`config.mk`:
```
export PLATFORM = sky130hd
export DESIGN_NAME = blob_centroid_pd_tracker_core
export DESIGN_NICKNAME = d
export VERILOG_FILES = /design/src/rtl/bcpt_pkg.sv /design/src/rtl/blob_centroid_pd_tracker_core.sv /design/src/rtl/bcpt_box.sv /design/src/rtl/bcpt_pd.sv /design/src/rtl/bcpt_window.sv
export SDC_FILE = /design/constraint.sdc
export NUM_CORES = 1
export LEC_CHECK = 0
export BUFFER_PORTS_ARGS = -buffer_cell sky130_fd_sc_hd__buf_2
export CAP_MARGIN = 15
export CORE_UTILIZATION = 60
export CTS_CLUSTER_DIAMETER = 100
export DETAILED_ROUTE_END_ITERATION = 8
export MAX_ROUTING_LAYER = met4
export PLACE_DENSITY = 0.79
export SLEW_MARGIN = 20
export SYNTH_ARGS = -nofsm -noshare
export SYNTH_HDL_FRONTEND = slang
export SYNTH_SLANG_ARGS = --single-unit
export TNS_END_PERCENT = 50
```
`constraint.sdc`:
```
create_clock -name clock -period 29.8 [get_ports clock]
set_input_delay 2.98 -clock clock [delete_from_list [all_inputs] [get_ports clock]]
set_output_delay 2.98 -clock clock [all_outputs]
set_load 0.03 [all_outputs]
```
`src/rtl/bcpt_pkg.sv`:
```
`timescale 1ns / 1ps

package bcpt_pkg;

   localparam int FrameRows = 60;
   localparam int FrameCols = 80;

   localparam logic [7:0] CONF_THRESHOLD = 8'hF0;
   localparam logic [7:0] WIN_TOL        = 8'h08;
   localparam logic [7:0] WIN_DEFAULT    = 8'h55;
   localparam logic [7:0] WIN_FULL       = 8'hFF;
   localparam logic [6:0] CENTER_COL     = 7'd40;
   localparam logic [6:0] CENTER_ROW     = 7'd30;
   localparam int         GAIN_SHIFT     = 3;
   localparam int         CMD_LIMIT      = 255;

   typedef enum logic {
      OP_PIXEL     = 1'b0,
      OP_FRAME_END = 1'b1
   } op_type;

   typedef enum logic [2:0] {
      MODE_DARK_AUTO    = 3'd0,
      MODE_LIGHT_AUTO   = 3'd1,
      MODE_DARK_MANUAL  = 3'd2,
      MODE_LIGHT_MANUAL = 3'd3,
      MODE_TARGET       = 3'd4
   } mode_type;

   typedef enum logic [2:0] {
      CSR_FILTER_MODE   = 3'd0,
      CSR_MANUAL_VALUE  = 3'd1,
      CSR_GAIN_P_PAN    = 3'd2,
      CSR_GAIN_P_TILT   = 3'd3,
      CSR_GAIN_D_PAN    = 3'd4,
      CSR_GAIN_D_TILT   = 3'd5,
      CSR_DEADBAND_PAN  = 3'd6,
      CSR_DEADBAND_TILT = 3'd7
   } csr_index_type;

   typedef struct packed {
      logic [2:0] filter_mode;
      logic [7:0] manual_value;
      logic [3:0] gain_p_pan;
      logic [3:0] gain_p_tilt;
      logic [3:0] gain_d_pan;
      logic [3:0] gain_d_tilt;
      logic [3:0] deadband_pan;
      logic [3:0] deadband_tilt;
   } cfg_type;

   localparam cfg_type CFG_RESET = '{
      filter_mode:   3'd0,
      manual_value:  8'd0,
      gain_p_pan:    4'd2,
      gain_p_tilt:   4'd3,
      gain_d_pan:    4'd0,
      gain_d_tilt:   4'd1,
      deadband_pan:  4'd1,
      deadband_tilt: 4'd4
   };

   typedef struct packed {
      logic       seen;
      logic [6:0] min_row;
      logic [6:0] min_col;
      logic [6:0] max_row;
      logic [6:0] max_col;
   } box_type;

   typedef struct packed {
      logic [7:0] low;
      logic [7:0] high;
   } win_type;

   function automatic win_type derive_window(logic [2:0] mode, logic [7:0] value);
      win_type w;
      case (mode)
         MODE_DARK_AUTO: begin
            w.low  = 8'h00;
            w.high = WIN_DEFAULT;
         end
         MODE_LIGHT_AUTO: begin
            w.low  = WIN_DEFAULT;
            w.high = WIN_FULL;
         end
         MODE_DARK_MANUAL: begin
            w.low  = 8'h00;
            w.high = value;
         end
         MODE_LIGHT_MANUAL: begin
            w.low  = value;
            w.high = WIN_FULL;
         end
         default: begin
            w.low  = (value < WIN_TOL) ? value : value - WIN_TOL;
            w.high = (value > (WIN_FULL - WIN_TOL)) ? value : value + WIN_TOL;
         end
      endcase
      return w;
   endfunction

endpackage

```
`src/rtl/blob_centroid_pd_tracker_core.sv`:
```
// Bounding-box centroid tracker with PD pan/tilt output. Pixel words grow a
// box from every pixel whose confidence is above 0xF0 and that lies inside
// the 80 by 60 frame; a frame-end word closes the frame and returns one
// response word with the box center, the pan and tilt commands and the
// brightness window for the next frame, while pixel words return nothing.
// The block takes one word per clock while the input is not stalled: each
// word sits in an input register while its compares or its frame-end
// arithmetic (two small multiplies and an add per axis) run, and a frame-end
// result then goes to the response register once that register is free.
// Input stalls only while a finished response is not taken and a frame-end
// word is waiting behind it. Configuration writes take effect at once and
// must be made while no word is in flight.
`timescale 1ns / 1ps

module blob_centroid_pd_tracker_core (
   input  logic              clock,
   input  logic              reset,

   input  logic              req_valid,
   output logic              req_ready,
   input  logic              req_operation,
   input  logic [6:0]        req_pixel_row,
   input  logic [6:0]        req_pixel_col,
   input  logic [7:0]        req_confidence,
   input  logic [7:0]        req_frame_min_brightness,
   input  logic [7:0]        req_frame_max_brightness,

   output logic              rsp_valid,
   input  logic              rsp_ready,
   output logic              rsp_target_found,
   output logic [6:0]        rsp_center_row,
   output logic [6:0]        rsp_center_col,
   output logic signed [8:0] rsp_pan_command,
   output logic signed [8:0] rsp_tilt_command,
   output logic [7:0]        rsp_window_low,
   output logic [7:0]        rsp_window_high,

   input  logic              csr_we,
   input  logic [2:0]        csr_index,
   input  logic [7:0]        csr_wdata
);

   bcpt_pkg::cfg_type cfg_ff;
   bcpt_pkg::cfg_type cfg_in;
   logic              win_reload;
   bcpt_pkg::win_type win_reload_value;

   logic       s1_valid_ff;
   logic       s1_valid_in;
   logic       s1_op_ff;
   logic [6:0] s1_row_ff;
   logic [6:0] s1_col_ff;
   logic [7:0] s1_conf_ff;
   logic [7:0] s1_fmin_ff;
   logic [7:0] s1_fmax_ff;

   logic s1_go;
   logic pixel_go;
   logic frame_go;
   logic req_take;

   bcpt_pkg::box_type box;
   bcpt_pkg::win_type win_next;
   logic              adapt;

   logic [7:0]        row_sum;
   logic [7:0]        col_sum;
   logic [6:0]        center_row;
   logic [6:0]        center_col;
   logic signed [7:0] err_pan;
   logic signed [7:0] err_tilt;
   logic signed [8:0] pan_cmd;
   logic signed [8:0] tilt_cmd;

   logic signed [7:0] last_err_pan_ff;
   logic signed [7:0] last_err_tilt_ff;

   logic              rsp_valid_ff;
   logic              rsp_valid_in;
   logic              rsp_found_ff;
   logic [6:0]        rsp_row_ff;
   logic [6:0]        rsp_col_ff;
   logic signed [8:0] rsp_pan_ff;
   logic signed [8:0] rsp_tilt_ff;
   bcpt_pkg::win_type rsp_win_ff;

   // Configuration registers.
   always_comb begin
      cfg_in     = cfg_ff;
      win_reload = 1'b0;
      if (csr_we) begin
         unique case (bcpt_pkg::csr_index_type'(csr_index))
            bcpt_pkg::CSR_FILTER_MODE: begin
               cfg_in.filter_mode = csr_wdata[2:0];
               win_reload         = 1'b1;
            end
            bcpt_pkg::CSR_MANUAL_VALUE: begin
               cfg_in.manual_value = csr_wdata;
               win_reload          = 1'b1;
            end
            bcpt_pkg::CSR_GAIN_P_PAN:    cfg_in.gain_p_pan    = csr_wdata[3:0];
            bcpt_pkg::CSR_GAIN_P_TILT:   cfg_in.gain_p_tilt   = csr_wdata[3:0];
            bcpt_pkg::CSR_GAIN_D_PAN:    cfg_in.gain_d_pan    = csr_wdata[3:0];
            bcpt_pkg::CSR_GAIN_D_TILT:   cfg_in.gain_d_tilt   = csr_wdata[3:0];
            bcpt_pkg::CSR_DEADBAND_PAN:  cfg_in.deadband_pan  = csr_wdata[3:0];
            bcpt_pkg::CSR_DEADBAND_TILT: cfg_in.deadband_tilt = csr_wdata[3:0];
         endcase
      end
   end

   assign win_reload_value = bcpt_pkg::derive_window(cfg_in.filter_mode,
                                                     cfg_in.manual_value);

   always_ff @(posedge clock) begin
      if (reset) begin
         cfg_ff <= bcpt_pkg::CFG_RESET;
      end else begin
         cfg_ff <= cfg_in;
      end
   end

   // Input register and flow control.
   assign s1_go    = s1_valid_ff
                  && ((s1_op_ff == bcpt_pkg::OP_PIXEL) || !rsp_valid_ff || rsp_ready);
   assign pixel_go = s1_go && (s1_op_ff == bcpt_pkg::OP_PIXEL);
   assign frame_go = s1_go && (s1_op_ff == bcpt_pkg::OP_FRAME_END);

   assign req_ready   = !s1_valid_ff || s1_go;
   assign req_take    = req_valid && req_ready;
   assign s1_valid_in = req_take ? 1'b1 : (s1_go ? 1'b0 : s1_valid_ff);

   always_ff @(posedge clock) begin
      if (reset) begin
         s1_valid_ff <= 1'b0;
      end else begin
         s1_valid_ff <= s1_valid_in;
      end
   end

   always_ff @(posedge clock) begin
      if (req_take) begin
         s1_op_ff   <= req_operation;
         s1_row_ff  <= req_pixel_row;
         s1_col_ff  <= req_pixel_col;
         s1_conf_ff <= req_confidence;
         s1_fmin_ff <= req_frame_min_brightness;
         s1_fmax_ff <= req_frame_max_brightness;
      end
   end

   bcpt_box u_box (
      .clock      (clock),
      .reset      (reset),
      .pixel_go   (pixel_go),
      .clear      (frame_go),
      .row        (s1_row_ff),
      .col        (s1_col_ff),
      .confidence (s1_conf_ff),
      .box        (box)
   );

   // Frame-end arithmetic.
   assign row_sum    = {1'b0, box.min_row} + {1'b0, box.max_row};
   assign col_sum    = {1'b0, box.min_col} + {1'b0, box.max_col};
   assign center_row = row_sum[7:1];
   assign center_col = col_sum[7:1];
   assign err_pan    = $signed({1'b0, bcpt_pkg::CENTER_COL}) - $signed({1'b0, center_col});
   assign err_tilt   = $signed({1'b0, bcpt_pkg::CENTER_ROW}) - $signed({1'b0, center_row});

   bcpt_pd u_pd_pan (
      .err    (err_pan),
      .prev   (last_err_pan_ff),
      .gain_p (cfg_ff.gain_p_pan),
      .gain_d (cfg_ff.gain_d_pan),
      .band   (cfg_ff.deadband_pan),
      .cmd    (pan_cmd)
   );

   bcpt_pd u_pd_tilt (
      .err    (err_tilt),
      .prev   (last_err_tilt_ff),
      .gain_p (cfg_ff.gain_p_tilt),
      .gain_d (cfg_ff.gain_d_tilt),
      .band   (cfg_ff.deadband_tilt),
      .cmd    (tilt_cmd)
   );

   assign adapt = frame_go && box.seen;

   bcpt_window u_window (
      .clock        (clock),
      .reset        (reset),
      .reload       (win_reload),
      .reload_value (win_reload_value),
      .adapt        (adapt),
      .filter_mode  (cfg_ff.filter_mode),
      .frame_min    (s1_fmin_ff),
      .frame_max    (s1_fmax_ff),
      .win_next     (win_next)
   );

   always_ff @(posedge clock) begin
      if (reset) begin
         last_err_pan_ff  <= 8'sd0;
         last_err_tilt_ff <= 8'sd0;
      end else if (adapt) begin
         last_err_pan_ff  <= err_pan;
         last_err_tilt_ff <= err_tilt;
      end
   end

   // Response register.
   assign rsp_valid_in = frame_go ? 1'b1 : (rsp_ready ? 1'b0 : rsp_valid_ff);

   always_ff @(posedge clock) begin
      if (reset) begin
         rsp_valid_ff <= 1'b0;
      end else begin
         rsp_valid_ff <= rsp_valid_in;
      end
   end

   always_ff @(posedge clock) begin
      if (frame_go) begin
         rsp_found_ff <= box.seen;
         rsp_row_ff   <= box.seen ? center_row : 7'd0;
         rsp_col_ff   <= box.seen ? center_col : 7'd0;
         rsp_pan_ff   <= box.seen ? pan_cmd : 9'sd0;
         rsp_tilt_ff  <= box.seen ? tilt_cmd : 9'sd0;
         rsp_win_ff   <= win_next;
      end
   end

   assign rsp_valid        = rsp_valid_ff;
   assign rsp_target_found = rsp_found_ff;
   assign rsp_center_row   = rsp_row_ff;
   assign rsp_center_col   = rsp_col_ff;
   assign rsp_pan_command  = rsp_pan_ff;
   assign rsp_tilt_command = rsp_tilt_ff;
   assign rsp_window_low   = rsp_win_ff.low;
   assign rsp_window_high  = rsp_win_ff.high;

endmodule

```
`src/rtl/bcpt_box.sv`:
```
`timescale 1ns / 1ps

module bcpt_box (
   input  logic                clock,
   input  logic                reset,
   input  logic                pixel_go,
   input  logic                clear,
   input  logic [6:0]          row,
   input  logic [6:0]          col,
   input  logic [7:0]          confidence,
   output bcpt_pkg::box_type   box
);

   localparam logic [6:0] ROWS_RESET = 7'(bcpt_pkg::FrameRows);
   localparam logic [6:0] COLS_RESET = 7'(bcpt_pkg::FrameCols);

   bcpt_pkg::box_type box_ff;
   bcpt_pkg::box_type box_in;
   logic              hit;

   assign hit = (confidence > bcpt_pkg::CONF_THRESHOLD)
             && ({1'b0, row} < 8'(bcpt_pkg::FrameRows))
             && ({1'b0, col} < 8'(bcpt_pkg::FrameCols));

   always_comb begin
      box_in = box_ff;
      if (clear) begin
         box_in.seen    = 1'b0;
         box_in.min_row = ROWS_RESET;
         box_in.min_col = COLS_RESET;
         box_in.max_row = 7'd0;
         box_in.max_col = 7'd0;
      end else if (pixel_go && hit) begin
         box_in.seen = 1'b1;
         if (row < box_ff.min_row) box_in.min_row = row;
         if (col < box_ff.min_col) box_in.min_col = col;
         if (row > box_ff.max_row) box_in.max_row = row;
         if (col > box_ff.max_col) box_in.max_col = col;
      end
   end

   always_ff @(posedge clock) begin
      if (reset) begin
         box_ff.seen    <= 1'b0;
         box_ff.min_row <= ROWS_RESET;
         box_ff.min_col <= COLS_RESET;
         box_ff.max_row <= 7'd0;
         box_ff.max_col <= 7'd0;
      end else begin
         box_ff <= box_in;
      end
   end

   assign box = box_ff;

endmodule

```
`src/rtl/bcpt_pd.sv`:
```
`timescale 1ns / 1ps

module bcpt_pd (
   input  logic signed [7:0] err,
   input  logic signed [7:0] prev,
   input  logic        [3:0] gain_p,
   input  logic        [3:0] gain_d,
   input  logic        [3:0] band,
   output logic signed [8:0] cmd
);

   logic signed [8:0]  diff;
   logic signed [13:0] prod_p;
   logic signed [13:0] prod_d;
   logic signed [13:0] sum;
   logic signed [13:0] sum_adj;
   logic signed [10:0] quot;
   logic signed [10:0] band_s;
   logic signed [10:0] limit_s;

   assign diff    = 9'(err) - 9'(prev);
   assign prod_p  = 14'(err) * 14'($signed({1'b0, gain_p}));
   assign prod_d  = 14'(diff) * 14'($signed({1'b0, gain_d}));
   assign sum     = prod_p + prod_d;
   // Bias negative sums so the arithmetic shift truncates toward zero.
   assign sum_adj = sum[13] ? sum + 14'sd7 : sum;
   assign quot    = 11'(sum_adj >>> bcpt_pkg::GAIN_SHIFT);
   assign band_s  = $signed({7'd0, band});
   assign limit_s = 11'(bcpt_pkg::CMD_LIMIT);

   always_comb begin
      if ((quot < band_s) && (quot > -band_s)) begin
         cmd = 9'sd0;
      end else if (quot > limit_s) begin
         cmd = 9'(limit_s);
      end else if (quot < -limit_s) begin
         cmd = 9'(-limit_s);
      end else begin
         cmd = 9'(quot);
      end
   end

endmodule

```
`src/rtl/bcpt_window.sv`:
```
`timescale 1ns / 1ps

module bcpt_window (
   input  logic                clock,
   input  logic                reset,
   input  logic                reload,
   input  bcpt_pkg::win_type   reload_value,
   input  logic                adapt,
   input  logic [2:0]          filter_mode,
   input  logic [7:0]          frame_min,
   input  logic [7:0]          frame_max,
   output bcpt_pkg::win_type   win_next
);

   bcpt_pkg::win_type win_ff;
   bcpt_pkg::win_type win_in;
   bcpt_pkg::win_type adapted;

   always_comb begin
      adapted = win_ff;
      if (filter_mode == bcpt_pkg::MODE_DARK_AUTO) begin
         adapted.high = (frame_min > (bcpt_pkg::WIN_FULL - bcpt_pkg::WIN_TOL))
                      ? frame_min : frame_min + bcpt_pkg::WIN_TOL;
      end else if (filter_mode == bcpt_pkg::MODE_LIGHT_AUTO) begin
         adapted.low = (frame_max < bcpt_pkg::WIN_TOL)
                     ? frame_max : frame_max - bcpt_pkg::WIN_TOL;
      end
   end

   assign win_next = adapt ? adapted : win_ff;

   always_comb begin
      win_in = win_next;
      if (reload) begin
         win_in = reload_value;
      end
   end

   always_ff @(posedge clock) begin
      if (reset) begin
         win_ff <= bcpt_pkg::derive_window(bcpt_pkg::CFG_RESET.filter_mode,
                                           bcpt_pkg::CFG_RESET.manual_value);
      end else begin
         win_ff <= win_in;
      end
   end

endmodule

```
==> summary.txt <==
CTS
  – Hold_buf cts: 0
  – CTS sink count: 186
  – TritonCTS Buffers: 17
  – Clock tree buffer depth: 2
  – Post-CTS Resized: 0
  – Clock Pin Slew Worst Setup and Hold Paths: 80 ps
  – Maximum level of the CTS H-tree: 4
  – Clock root buffer: clkbuf_16
  – Post-CTS repair timing setup buffer count: 0
  – TritonCTS clock tree: done
  – Clock Latency Late Sink: 450 ps

Setup path
  – WP data arrival: 11300 ps
  – Critical path class: flop to flop
  – R2R setup slack: 18820 ps
  – Crit path max-delay family: adder cells
  – Reg2reg end: rsp_tilt_command[1]
  – Critical path's slowest cell: fa_1
  – Worst path max stage delay: 540 ps
  – R2R Path Start: u_box.box[7]
  – CP max FO: 7
  – CP endpoint kind: flop
  – Data required time of the worst path: 30120 ps
  – R2R depth: 43
  – WP buf/inv: 5
  – CP startpoint kind: flop
  – WP depth: 43

Placement
  – IO Port Bufs: 105
  – Placed inst area: 17000 sq um
  – DP Wirelength: 26800 um
  – Placer's final routability congestion estimate: 0.916

Min path
  – Hold wc startpoint: last_err_tilt_ff[4]
  – Min-Delay Endpoint: last_err_tilt_ff[4]
  – Worst min-delay path class: flop to flop
  – Hold path cells: 2

Route
  – Via-per-instance ratio: 5.62
  – DRC: 3
  – First drt pass iteration count: 8
  – Initial drt markers: 814
  – Routed Antenna Nets: 0
  – WL/cell: 15.9 um
  – Final WL: 34400 um
  – Total vias in the final route: 12200

Floorplanning
  – Chip height: 166 um
  – Width of the die: 166 um
  – # rows: 59
  – IO Pins: 106
  – Die area: 27600 sq um
  – Core ar.: 26300 sq um
  – Starting Density: 61.6%

Run
  – Max Cap Viol: 0

Layout
  – Share of cells above drive strength 1: 9.86%
  – Nets: 2169
  – Inserted Diodes: 0
  – Synth-to-Final Area Change: 9.14%
  – Non-Filler Cell Area, Final: 17700 sq um

GRT
  – Pin count of the biggest net entering global routing: 72
  – Total grt overflow: 0
  – Initial antenna violation count: 0
  – Tot GR Track Use: 26.4%
  – Number of global-route vias before repair: 12100
  – First-pass GRT wire length: 58000 um

Timing
  – Max-Slew Margin vs Limit: 39.0%
  – F_max: 0.0910 GHz
  – Fin crit share: 36.9%
  – Setup Skew: 20.8 ps
  – Sum Neg Setup Slack: 0 ps
  – Final hold vios: 0
  – RSZ-0062 raised after global routing: no
  – Period minus WS final: 10980 ps
  – Final setup violation count: 0
  – Final slew viol count: 0
  – Worst slew pin tran: 907 ps

Power and ir drop
  – Int Power: 407 uW
  – Leak Pwr: 0.00846 uW
  – Combinational Power Share: 8.7%
  – Clock share of power: 41.6%
  – Reg power frac: 49.7%
  – Peak supply drop: 61.5 uV
  – Pwr per Cell Area: 31.7 nW/um^2
  – Switching power: 153 uW
  – Sw Ratio: 27.4%

Yosys
  – Count leader, synth: inv_1
  – Post-Synthesis Cells: 1731
  – Dominant cell type by area after synthesis: edfxtp_1
  – Count of cell types in the netlist: 75
  – EDFF count, synth: 88
  – Primary FF master, synth: dfxtp_1
  – Mapped cell area: 16200 sq um
  – Syn Area/Cell: 9.35 sq um
  – Register area share after synthesis: 28.5%
  – Top-area cell type share of the netlist area: 16.3%
  – Asr flop ratio synth: 0%
  – Synth Net Count: 2078
  – Top cells by count, synth: inv_1 (250), ha_1 (192), nor2_1 (126), nand2_1 (110), fa_1 (100)
  – Yosys warnings: 0
  – Most area-consuming cells after synthesis: edfxtp_1 (16%), ha_1 (15%), fa_1 (12%), dfxtp_1 (12%), inv_1 (5.8%)
  – Yosys reg bits: 186

Run status
  – Failing checks: DRC
  – Status: complete, but fails checks
==> stage by stage <==
| step | power (uW) | util (%) | setup slack [ps] | hold WS [ps] | cells |
|---|---|---|---|---|---|
| 2_1_floorplan | 317 | - | 19860 | 431 | 1731 |
| 3_3_place_gp | 330 | 64.8 | 19120 | 444 | 2138 |
| 3_5_place_dp | 332 | 64.9 | 18970 | 452 | 2138 |
| 4_1_cts | 563 | 67.2 | 18870 | 462 | 2170 |
| 5_1_grt | 578 | 67.2 | 18110 | 499 | 2170 |
| 6_report | 560 | 67.2 | 18820 | 458 | 2170 |
==> worst max-delay path by stage <==
stage | end | start
final | rsp_tilt_command[1] | u_box.box[7]
after global routing | rsp_tilt_command[1] | u_box.box[7]
after CTS | rsp_tilt_command[1] | u_box.box[7]
after detailed placement | rsp_tilt_command[1] | u_box.box[7]
after global placement | rsp_pan_command[3] | u_box.box[1]
after floorplan | rsp_tilt_command[1] | u_box.box[7]
==> sequential cells by signal, summed over array words and instances, names as in the netlist, 9 cells and up <==
| name | count |
|---|---|
| cfg_ff | 35 |
| rsp_pan_command | 9 |
| rsp_tilt_command | 9 |
| u_box.box | 29 |
| u_window.win_ff | 16 |
==> layer usage <==
layer  global-route usage, %  routed length [um]
met5                       -                   0
met2                    43.9               16300
met4                    6.08                 489
met3                    3.15                1540
met1                    34.6               16000
==> cell usage in the layout, fill, tap and decap left out, types with 5 or more instances in the layout <==
cell type and instances:
nand4_1 9, nor2b_1 46, mux2i_1 49, o21a_1 20
o21ai_0 46, dfxtp_1 98, or3_1 5, nor3_1 23
a211o_1 11, xor2_1 37, a21oi_1 90, nand3_1 28
nor2_1 125, mux2_2 12, nand2_1 110, fa_1 100
nor3b_1 6, ha_1 192, inv_1 250, clkbuf_16 17
o21bai_1 16, a211oi_1 20, nor4_1 7, o22ai_1 5
buf_2 105, edfxtp_1 88, xnor2_1 65, o211ai_1 7
and2_1 94, a21o_1 27, nand2b_1 16, a31oi_1 5
and3_1 9, buf_4 8
==> cells by family after synthesis <==
group | Yosys count | synth area share (%)
AOI/OAI and AO/OA | 295 | 12.1
xor gates and xnor gates | 102 | 5.52
adders and majority gates | 293 | 27.3
buffers and inverters | 291 | 6.94
DFF | 186 | 28.5
muxes | 63 | 4.01
and+or+nand+nor | 501 | 15.7
==> worst register-to-register path: cells and delay by family (launching register included) <==
family / cells / cell delay [ps]
compound gates: 16 / 3390
xor+xnor: 5 / 1370
fa+ha+maj: 11 / 4390
buf+inv: 5 / 250
flops: 1 / 340
simple gates: 6 / 1140
==> power groups by stage <==
stage	sequential (uW)	combinational [uW]	clock (uW)
3_3_place_gp	284	46.7	0
6_report	278	48.7	233
2_1_floorplan	285	31.4	0
5_1_grt	279	53.9	245
3_5_place_dp	284	48.1	0
4_1_cts	278	48.5	236
==> final cells by class <==
| class | count | area, sq um |
|---|---|---|
| fill | 2052 | 8620 |
| multi-input combinational | 1254 | 10500 |
| clock inverter | 15 | 185 |
| sequential | 186 | 4600 |
| inverter | 250 | 938 |
| tap | 335 | 419 |
| timing repair buffer | 113 | 586 |
| clock buffer | 17 | 425 |
Note: power is estimated with default switching activity, not from simulation.
